--- config.mk ---
export PLATFORM = sky130hd
export DESIGN_NAME = byte_pattern_search
export DESIGN_NICKNAME = d
export VERILOG_FILES = /design/src/hw/rtl/bps_pkg.sv /design/src/hw/rtl/byte_pattern_search.sv
export SDC_FILE = /design/constraint.sdc
export NUM_CORES = 1
export LEC_CHECK = 0
export BUFFER_PORTS_ARGS = -buffer_cell sky130_fd_sc_hd__buf_4
export CAP_MARGIN = 20
export CORE_MARGIN = 1
export CORE_UTILIZATION = 48
export CTS_CLUSTER_DIAMETER = 40
export CTS_CLUSTER_SIZE = 8
export DETAILED_ROUTE_END_ITERATION = 7
export PLACE_DENSITY = 0.74
export SYNTH_ARGS = -nofsm -noshare
export SYNTH_HDL_FRONTEND = slang
export SYNTH_SLANG_ARGS = --single-unit
--- constraint.sdc ---
create_clock -name clk -period 13.42 [get_ports clk]
set_input_delay 2.013 -clock clk [delete_from_list [all_inputs] [get_ports clk]]
set_output_delay 2.013 -clock clk [all_outputs]
set_load 0.005 [all_outputs]
--- src/hw/rtl/bps_pkg.sv ---
// Shared constants, register map and byte folding for the byte pattern search block.
`default_nettype none

package bps_pkg;

	localparam int unsigned DEF_MAX_PATTERN = 32;
	localparam int unsigned DEF_OFFSET_BITS = 32;

	localparam int unsigned APB_ADDR_W = 3;
	localparam int unsigned APB_DATA_W = 32;
	localparam int unsigned OUT_FIELD_W = 32;

	// register index, taken from paddr[2]
	typedef enum logic {
		REG_FOLD_CASE = 1'b0,
		REG_HIT_LIMIT = 1'b1
	} reg_idx_t;

	localparam logic MODE_PATTERN = 1'b0;
	localparam logic MODE_TEXT    = 1'b1;

	// fold ASCII upper case to lower case when enabled
	function automatic logic [7:0] fold_byte(input logic [7:0] b, input logic en);
		logic [7:0] r;
		r = b;
		if (en && b >= 8'h41 && b <= 8'h5A) begin
			r = b + 8'd32;
		end
		return r;
	endfunction

endpackage

`default_nettype wire

--- src/hw/rtl/byte_pattern_search.sv ---
// Top level of the byte pattern search block: input stage, parallel window compare, result register.
`default_nettype none

//  channel   dir  tdata                          tuser      tlast
//  s_*       in   [7:0] data_byte                mode       is_last
//  m_*       out  [31:0] match_offset,           is_hit     done_res
//                 [63:32] hits_so_far
//  APB       in   paddr 0: fold_case, 4: hit_limit (read back on prdata)
//
// Each beat passes through the input stage and then the result register;
// one beat is accepted every cycle while the result side keeps up. The whole
// window of MAX_PATTERN bytes is compared against the pattern in parallel in
// the input stage. Reset clears pattern length, load flag, offsets and hit count;
// pattern and window bytes need no reset. A stall on m_tready holds the result
// and the input stage, so at most one further beat is taken while a result waits.
module byte_pattern_search #(
	parameter int unsigned MAX_PATTERN = bps_pkg::DEF_MAX_PATTERN,
	parameter int unsigned OFFSET_BITS = bps_pkg::DEF_OFFSET_BITS
) (
	input  wire logic                            clk,
	input  wire logic                            arst_n,
	// slave side
	input  wire logic                            s_tvalid,
	output      logic                            s_tready,
	input  wire logic [7:0]                      s_tdata,   // [7:0] data_byte
	input  wire logic                            s_tuser,   // [0] mode
	input  wire logic                            s_tlast,   // is_last
	// master side
	output      logic                            m_tvalid,
	input  wire logic                            m_tready,
	output      logic [2*bps_pkg::OUT_FIELD_W-1:0] m_tdata, // [31:0] match_offset, [63:32] hits_so_far
	output      logic                            m_tuser,   // [0] is_hit
	output      logic                            m_tlast,   // done_res
	// configuration
	input  wire logic                            psel,
	input  wire logic                            penable,
	input  wire logic                            pwrite,
	input  wire logic [bps_pkg::APB_ADDR_W-1:0]  paddr,
	input  wire logic [bps_pkg::APB_DATA_W-1:0]  pwdata,
	output      logic [bps_pkg::APB_DATA_W-1:0]  prdata,
	output      logic                            pready
);
	import bps_pkg::*;

	localparam int unsigned LEN_W = $clog2(MAX_PATTERN + 1);
	localparam int unsigned OW    = (OFFSET_BITS > OUT_FIELD_W) ? OFFSET_BITS : OUT_FIELD_W;
	localparam logic [LEN_W-1:0] LEN_MAX = LEN_W'(MAX_PATTERN);

	// configuration registers
	logic                    fold_case_q;
	logic [OUT_FIELD_W-1:0]  hit_limit_q;
	logic                    cfg_wr;
	reg_idx_t                cfg_idx;

	// input stage
	logic       valid_s1;
	logic [7:0] byte_s1;
	logic       mode_s1;
	logic       last_s1;
	logic       go_s1;
	logic       out_free;

	// block state
	logic [7:0]             pat_q [MAX_PATTERN];
	logic [7:0]             win_q [MAX_PATTERN];
	logic [LEN_W-1:0]       len_q;
	logic                   loading_q;
	logic [OFFSET_BITS-1:0] pos_q;
	logic [OUT_FIELD_W-1:0] cnt_q;

	// compare stage
	logic [7:0]             win_nxt [MAX_PATTERN];
	logic [MAX_PATTERN-1:0] lane_ok;
	logic [OFFSET_BITS-1:0] pos_nxt;
	logic                   is_text;
	logic                   win_match;
	logic                   under_limit;
	logic                   hit;
	logic                   emit;
	logic [OUT_FIELD_W-1:0] cnt_nxt;
	logic [OW-1:0]          start_w;

	// result register
	logic                   valid_s2;
	logic                   hit_s2;
	logic                   done_s2;
	logic [OUT_FIELD_W-1:0] offset_s2;
	logic [OUT_FIELD_W-1:0] count_s2;

	// ---------------------------------------------------------------- APB
	assign pready  = 1'b1;
	assign cfg_wr  = psel && penable && pwrite && pready;
	assign cfg_idx = reg_idx_t'(paddr[2]);

	always_comb begin
		unique case (cfg_idx)
			REG_FOLD_CASE: prdata = {{(APB_DATA_W-1){1'b0}}, fold_case_q};
			REG_HIT_LIMIT: prdata = hit_limit_q;
			default:       prdata = '0;
		endcase
	end

	always_ff @(posedge clk or negedge arst_n) begin
		if (!arst_n) begin
			fold_case_q <= 1'b0;
			hit_limit_q <= '0;
		end else if (cfg_wr) begin
			unique case (cfg_idx)
				REG_FOLD_CASE: fold_case_q <= pwdata[0];
				REG_HIT_LIMIT: hit_limit_q <= pwdata;
				default:       ;
			endcase
		end
	end

	// ---------------------------------------------------------------- handshake
	// The stage advances whenever the result register can take a beat; a
	// beat that yields no result still waits for that slot, which keeps
	// s_tready free of the compare logic.
	assign out_free = !valid_s2 || m_tready;
	assign go_s1    = valid_s1 && out_free;
	assign s_tready = !valid_s1 || go_s1;

	always_ff @(posedge clk or negedge arst_n) begin
		if (!arst_n) begin
			valid_s1 <= 1'b0;
		end else if (s_tready) begin
			valid_s1 <= s_tvalid;
		end
	end

	always_ff @(posedge clk) begin
		if (s_tvalid && s_tready) begin
			byte_s1 <= s_tdata;
			mode_s1 <= s_tuser;
			last_s1 <= s_tlast;
		end
	end

	// ---------------------------------------------------------------- compare
	// The pattern is kept right-aligned: its newest byte sits in the top lane,
	// the same lane as the newest text byte, so lane p always compares
	// pattern lane p with window lane p. Lanes below MAX_PATTERN - len are masked.
	assign is_text = (mode_s1 == MODE_TEXT);
	assign pos_nxt = (pos_q != '1) ? pos_q + 1'b1 : pos_q;

	always_comb begin
		for (int p = 0; p < MAX_PATTERN - 1; p++) begin
			win_nxt[p] = win_q[p + 1];
		end
		win_nxt[MAX_PATTERN-1] = byte_s1;
	end

	always_comb begin
		for (int p = 0; p < MAX_PATTERN; p++) begin
			lane_ok[p] = (LEN_W'(MAX_PATTERN - 1 - p) >= len_q) ||
				(fold_byte(win_nxt[p], fold_case_q) == fold_byte(pat_q[p], fold_case_q));
		end
	end

	assign win_match   = (len_q != '0) && (OW'(pos_nxt) >= OW'(len_q)) && (&lane_ok);
	assign under_limit = (hit_limit_q == '0) || (cnt_q < hit_limit_q);
	assign hit         = is_text && win_match && under_limit;
	assign emit        = is_text && (hit || last_s1);
	assign cnt_nxt     = (hit && cnt_q != '1) ? cnt_q + 1'b1 : cnt_q;
	assign start_w     = OW'(pos_nxt) - OW'(len_q);

	// ---------------------------------------------------------------- state update
	always_ff @(posedge clk or negedge arst_n) begin
		if (!arst_n) begin
			len_q     <= '0;
			loading_q <= 1'b0;
			pos_q     <= '0;
			cnt_q     <= '0;
		end else if (go_s1) begin
			if (is_text) begin
				// restart offsets and hit count after the last text byte
				pos_q <= last_s1 ? '0 : pos_nxt;
				cnt_q <= last_s1 ? '0 : cnt_nxt;
			end else begin
				loading_q <= !last_s1;
				if (!loading_q) begin
					len_q <= LEN_W'(1);
				end else if (len_q != LEN_MAX) begin
					len_q <= len_q + 1'b1;
				end
			end
		end
	end

	// pattern and window lanes carry data only, no reset
	always_ff @(posedge clk) begin
		if (go_s1 && is_text) begin
			win_q <= win_nxt;
		end
		// drop pattern bytes beyond the store, unless a new load starts
		if (go_s1 && !is_text && (!loading_q || len_q != LEN_MAX)) begin
			for (int p = 0; p < MAX_PATTERN - 1; p++) begin
				pat_q[p] <= pat_q[p + 1];
			end
			pat_q[MAX_PATTERN-1] <= byte_s1;
		end
	end

	// ---------------------------------------------------------------- result
	always_ff @(posedge clk or negedge arst_n) begin
		if (!arst_n) begin
			valid_s2 <= 1'b0;
		end else if (out_free) begin
			valid_s2 <= go_s1 && emit;
		end
	end

	always_ff @(posedge clk) begin
		if (go_s1 && emit) begin
			hit_s2    <= hit;
			done_s2   <= last_s1;
			offset_s2 <= hit ? start_w[OUT_FIELD_W-1:0] : '0;
			count_s2  <= cnt_nxt;
		end
	end

	assign m_tvalid = valid_s2;
	assign m_tuser  = hit_s2;
	assign m_tlast  = done_s2;
	assign m_tdata  = {count_s2, offset_s2};

	// ---------------------------------------------------------------- checks
	a_len_bounded: assert property (@(posedge clk) disable iff (!arst_n)
		len_q <= LEN_MAX)
		else $error("pattern length beyond store");

	a_pattern_no_result: assert property (@(posedge clk) disable iff (!arst_n)
		go_s1 && !is_text |=> !valid_s2 || $stable(valid_s2) && $past(valid_s2))
		else $error("pattern beat produced a result");

	a_done_restarts: assert property (@(posedge clk) disable iff (!arst_n)
		go_s1 && is_text && last_s1 |=> pos_q == '0 && cnt_q == '0)
		else $error("offsets not restarted after last text beat");

	a_limit_kept: assert property (@(posedge clk) disable iff (!arst_n)
		go_s1 && hit && hit_limit_q != '0 |-> cnt_nxt <= hit_limit_q)
		else $error("hit reported beyond limit");

endmodule

`default_nettype wire

======== Word level (Yosys, flattened, before mapping) ========
Memory sizes are Yosys's and may differ from the RTL's.
Cells that the tools add are included.
cells by class
  $add $sub $neg .......................... 68
  eq/ne operators ......................... 36
  bitwise operators ....................... 2
  multiplexer cells ....................... 73
  reductions and logical operators ........ 192
  $lt $le $gt $ge ......................... 162
operator list
  kind                                                                                  count
  8-bit by 6-bit adder with 8-bit output (second input constant)                        64
  8-bit by 7-bit greater-or-equal comparator with 1-bit output (second input constant)  64
  8-bit by 7-bit less-or-equal comparator with 1-bit output (second input constant)     64
  8-bit two-way mux                                                                     64
  8-bit == test                                                                         32
  1-bit logical AND                                                                     142
  32-bit two-way mux                                                                    4
  5-bit by 6-bit greater-or-equal comparator with 1-bit output (first input constant)   16
  32-bit by 1-bit adder with 32-bit output (second input constant)                      2
  32-bit != test (second input constant)                                                2
  32-bit one-hot mux with 2 select lines                                                1
  4-bit by 6-bit greater-or-equal comparator with 1-bit output (first input constant)   8
  1-bit logical OR                                                                      37
  32-bit by 6-bit greater-or-equal comparator with 1-bit output                         1
  32-bit zero test                                                                      1
  32-bit < comparator                                                                   1
  32-bit AND reduction                                                                  1
  32-bit by 6-bit subtractor with 32-bit output                                         1
  3-bit by 6-bit greater-or-equal comparator with 1-bit output (first input constant)   4
  1-bit by 6-bit greater-or-equal comparator with 1-bit output (first input constant)   2
  2-bit by 6-bit greater-or-equal comparator with 1-bit output (first input constant)   2
  6-bit two-way mux                                                                     2
  2-bit AND reduction                                                                   4
  6-bit by 1-bit adder with 6-bit output (second input constant)                        1
  other kinds (7)                                                                       13
word-level totals
  word-level logic and storage cells ...... 580
  bits in writable memories ............... 256
  memories ................................ 1
  bits in registers ....................... 430
memory list
  name   words  bits a word  read ports  clocked after memory_dff  wr ports  line                       source
  pat_q  32     8            32          0                         32        byte_pattern_search.sv:64  logic [7:0] pat_q [MAX_PATTERN];

======== Depth between registers and ports, before layout ========
An unclocked memory read counts as a cell.
  depth in word-level cells ............... 14
  mapped depth ............................ 23

======== Worst setup path before layout ========
No wires, ideal clock.
  path type ............................... input to register
  start point ............................. input port m_tready
  end point ............................... register count_s2[0], enable pin
  data arrival time ....................... 12.176 ns
  setup time .............................. 0.419 ns
  stages .................................. 6
  path slack .............................. 0.825 ns
  cells stage by stage .................... nand2b_1 nand3_1 inv_1 clkbuf_1 o21ai_0 inv_1
on the way
  longest elaborated chain between the ends .. 3
RTL lines
  item                  line                        source
  start, declared       byte_pattern_search.sv:30   input wire logic m_tready,
  1-bit logical OR      byte_pattern_search.sv:120  assign out_free = !valid_s2 || m_tready;
  1-bit logical AND     byte_pattern_search.sv:121  assign go_s1 = valid_s1 && out_free;
  1-bit logical AND     byte_pattern_search.sv:215  if (go_s1 && emit) begin
  end signal, assigned  byte_pattern_search.sv:219  count_s2 <= cnt_nxt;
  end, declared         byte_pattern_search.sv:88   logic [OUT_FIELD_W-1:0] count_s2;
No other way between the ends.
A chain may end at the register's enable or synchronous reset.

======== Final worst setup path ========
  start point ............................. register fold_case_q
  end point ............................... register offset_s2[27], enable pin
on the way
  longest elaborated chain between the ends .. 12
  elaborated cells on any way between the ends .. 263
RTL lines
  item                                 line                        source
  start, declared                      byte_pattern_search.sv:50   logic fold_case_q;
  start signal, assigned               byte_pattern_search.sv:109  REG_FOLD_CASE: fold_case_q <= pwdata[0];
  1-bit logical AND (2 in series)      bps_pkg.sv:26               if (en && b >= 8'h41 && b <= 8'h5A) begin
  8-bit two-way mux                    bps_pkg.sv:26
  8-bit == test                        byte_pattern_search.sv:157  (fold_byte(win_nxt[p], fold_case_q) == fold_byte(pat_q[p], fold_case_q));
  1-bit logical OR                     byte_pattern_search.sv:156  lane_ok[p] = (LEN_W'(MAX_PATTERN - 1 - p) >= len_q) ||
  32-bit AND reduction (*)             byte_pattern_search.sv:161  assign win_match = (len_q != '0) && (OW'(pos_nxt) >= OW'(len_q)) && (&lane_ok);
  1-bit logical AND (*)                byte_pattern_search.sv:161
  1-bit logical AND (*) (2 in series)  byte_pattern_search.sv:163  assign hit = is_text && win_match && under_limit;
  net hit                              byte_pattern_search.sv:78   logic hit;
  1-bit logical OR (*)                 byte_pattern_search.sv:164  assign emit = is_text && (hit || last_s1);
  1-bit logical AND (*)                byte_pattern_search.sv:164
  1-bit logical AND (*)                byte_pattern_search.sv:215
  end signal, assigned                 byte_pattern_search.sv:218  offset_s2 <= hit ? start_w[OUT_FIELD_W-1:0] : '0;
  end, declared                        byte_pattern_search.sv:87   logic [OUT_FIELD_W-1:0] offset_s2;
The timed path passes the listed nets; every way through them passes the cells marked *.

==> results.toml <==
[detailed_routing]
drt-total-wl_um = 82120
drtIter0Drc = 1901
wl_per_cell_um = 19.39
highest_layer = "met5"
wl_met2_um = 39410
vias = 24890
antenna_left = 0
route.layer.met1.wl_um = 33880
avgViaCountPerCell = 5.879
drc_errors = 0
first_pass_iters = 8
route.met3.wl_um = 6494

[clock_network]
cts_made_buffers = 108
clk_pin_slew_ps = 50
cts_resized = 0
clockBufferDepth = 3
ctsHoldBuffers = 0
cts_setup_buffers = 0
cts_tree = "yes"
clock_latency_ps = 660
root_buffer = "clkbuf_16"
cts_num_sinks = 686
htreeDepth = 3

[logic_synthesis]
synth_top_area_share = 0.4918
synth-seq-cells = 686
synth.largest_area_cell = "edfxtp_1"
syn_nets = 3154
synthCells = 2995
synth.cell_area_sq_um = 35420
seq_area_frac_synth = 0.5667
synthArstFlopShare = 0.1545
synth_edf_count = 580
synthFlopType = "edfxtp_1"
synth_area_leaders = "edfxtp_1, dfrtp_1, xnor2_1, xor2_1, ha_1"
syn_avg_cell_area_sq_um = 11.83
yosys_warnings = 0
ys_types = 103

[timing]
tns_ps = 0
finalCritPeriodShare = 0.5532
finClkSkew_ps = 35.60
final.min_clock_period_ps = 7424
timing.slew.headroom = 0.1654
setup_viol = 0
drv_slew = 0
holdWs_ps = 478.9
tightest_slew_ps = 1236
final_hold_viol_count = 0
setup_slack_ps = 5996
fmaxAchievable_mhz = 134.7
rsz0062_at_grt = "false"

[cells_and_area]
area_delta_synth_final_pct = 15.21
fin_util = 0.5593
final_nets = 3358
layout_common_cells = "edfxtp_1, xnor2_1, nand2_1, nor2_1, buf_4"
insertedDiodeCount = 0
final.fill_count = 5914
final_layout_size_suffix_gt1_frac = 0.1221
stdcell_count = 4234
final_common_cell = "edfxtp_1"

[power]
ir_worst_vdd_mv = 0.1073
seqPwrFrac = 0.439
p_clk_frac = 0.417
power_density_nw_per_um2 = 148.8
internal_power_mw = 4.434
power_switching_mw = 1.638
pwr-share-comb = 0.144
switching_share = 0.2697
power.leakage_nw = 14.76

[place]
gp_congestion = 0.9137
dp_slack_ps = 6128
portBuffers = 149
dpl.hpwl_um = 56500
dp_cells = 4047

[worst_setup_path]
path_class = "register to register"
r2r_slack_ps = 6000
cp-end-kind = "register"
cp-start-kind = "register"
worstPathRequired_ps = 13670
crit_path_max_fanout = 66
cp.arrival_ps = 7670

[global_route]
grt_max_degree = 120
grt_pass1_vias = 23970
grt_pass1_wl_um = 129000
antenna_found_initial = 1
globalRouteTotalUtil = 0.2177
globalRouteOverflowTotal = 0

[hold_path]
min_path_type = "register to register"

[status]
status = "finished clean"

[floorplan]
die_w_um = 273.6
start_util = 0.4854
die_area_sq_um = 74870
io_pins = 153
dieHeight_um = 273.6
coreArea_sq_um = 72960
row_count = 99

[job]
drv_cap = 0
layout make-up:
cell class | count | area, sq um | area share
inverters | 96 | 367.9 | 0.009015
repair buffers | 165 | 1239 | 0.03036
clock buffers | 157 | 2948 | 0.07225
clock inverters | 29 | 306.5 | 0.007513
flip-flops and latches | 686 | 20070 | 0.4919
well taps | 959 | 1200 | 0.02941
multi-input cells | 2142 | 14670 | 0.3596
per-layer routing:
metal  vias to the layer above  GRT usage
met4                         4    0.08189
met5                         -          0
met2                       874     0.3549
met1                     12110     0.2802
li1                      11750          -
met3                       152    0.05281
cell usage after synthesis (all sizes together) (37+ instances only):
master / n
nor3: 128
nand4: 52
xnor2: 236
and2: 53
o21ai: 95
xor2: 160
inv: 95
nor2: 193
or4: 38
dfrtp: 106
nor4: 58
and3: 37
nand3: 104
nand2: 236
ha: 106
clkbuf: 44
a21oi: 117
edfxtp: 580
worst max-delay path, cell delays in order (launching register included):
cell	delay, ps
dfrtp_2	560
buf_4	370
buf_4	450
and4bb_2	280
o21ai_1	150
or2_1	300
or4_1	510
a311oi_1	780
o311ai_0	530
nor4_1	550
o2111ai_1	200
or4_4	790
inv_1	390
o21ai_0	230
inv_2	100
buf_4	680
final timing paths:
path / start / endpoint / depth (start not counted)
worst min register to register: win_nxt[247] / win_nxt[255] / 0
worst max register to register: fold_case_q / offset_s2[27] / 15
max in group asynchronous: arst_n / fold_case_q / 2
worst max-delay path: fold_case_q / offset_s2[27] / 15
worst min-delay path: win_nxt[247] / win_nxt[255] / 0
min in group asynchronous: arst_n / pos_q[25] / 1
per-stage QoR:
step                      instance area, sq um  total power, mW
after CTS                                40800            6.091
final                                    40800            6.072
after global placement                   37540            3.537
after floorplan                          35420            3.268
after detailed placement                 37540            3.557
after global routing                     40800            6.307
flip-flops by register name (all words and copies together), names as in the netlist, 6 cells and up:
name / flops
len_q: 6
hit_limit_q: 32
pos_q: 32
count_s2: 32
win_nxt: 248
byte_s1: 8
pat_q: 256
cnt_q: 32
offset_s2: 32
power groups by stage:
stage	sequential [mW]	clock (mW)	combinational [mW]
2_1_floorplan	2.66	0	0.611
3_3_place_gp	2.69	0	0.843
3_5_place_dp	2.70	0	0.858
4_1_cts	2.66	2.56	0.867
5_1_grt	2.69	2.65	0.968
6_report	2.67	2.53	0.876
cell families after synthesis:
logic type / after synthesis / synth area share
multiplexers: 67 / 0.02021
other: 1 / 0.0001059
buffers and inverters: 167 / 0.01925
adder cells (fa/ha/maj): 107 / 0.03801
AND/OR/NAND/NOR: 1047 / 0.1542
AO/OA/AOI/OAI: 522 / 0.1023
XOR/XNOR: 398 / 0.09924
flip-flops: 686 / 0.5667
No activity file was read; power rests on OpenSTA's default activity.
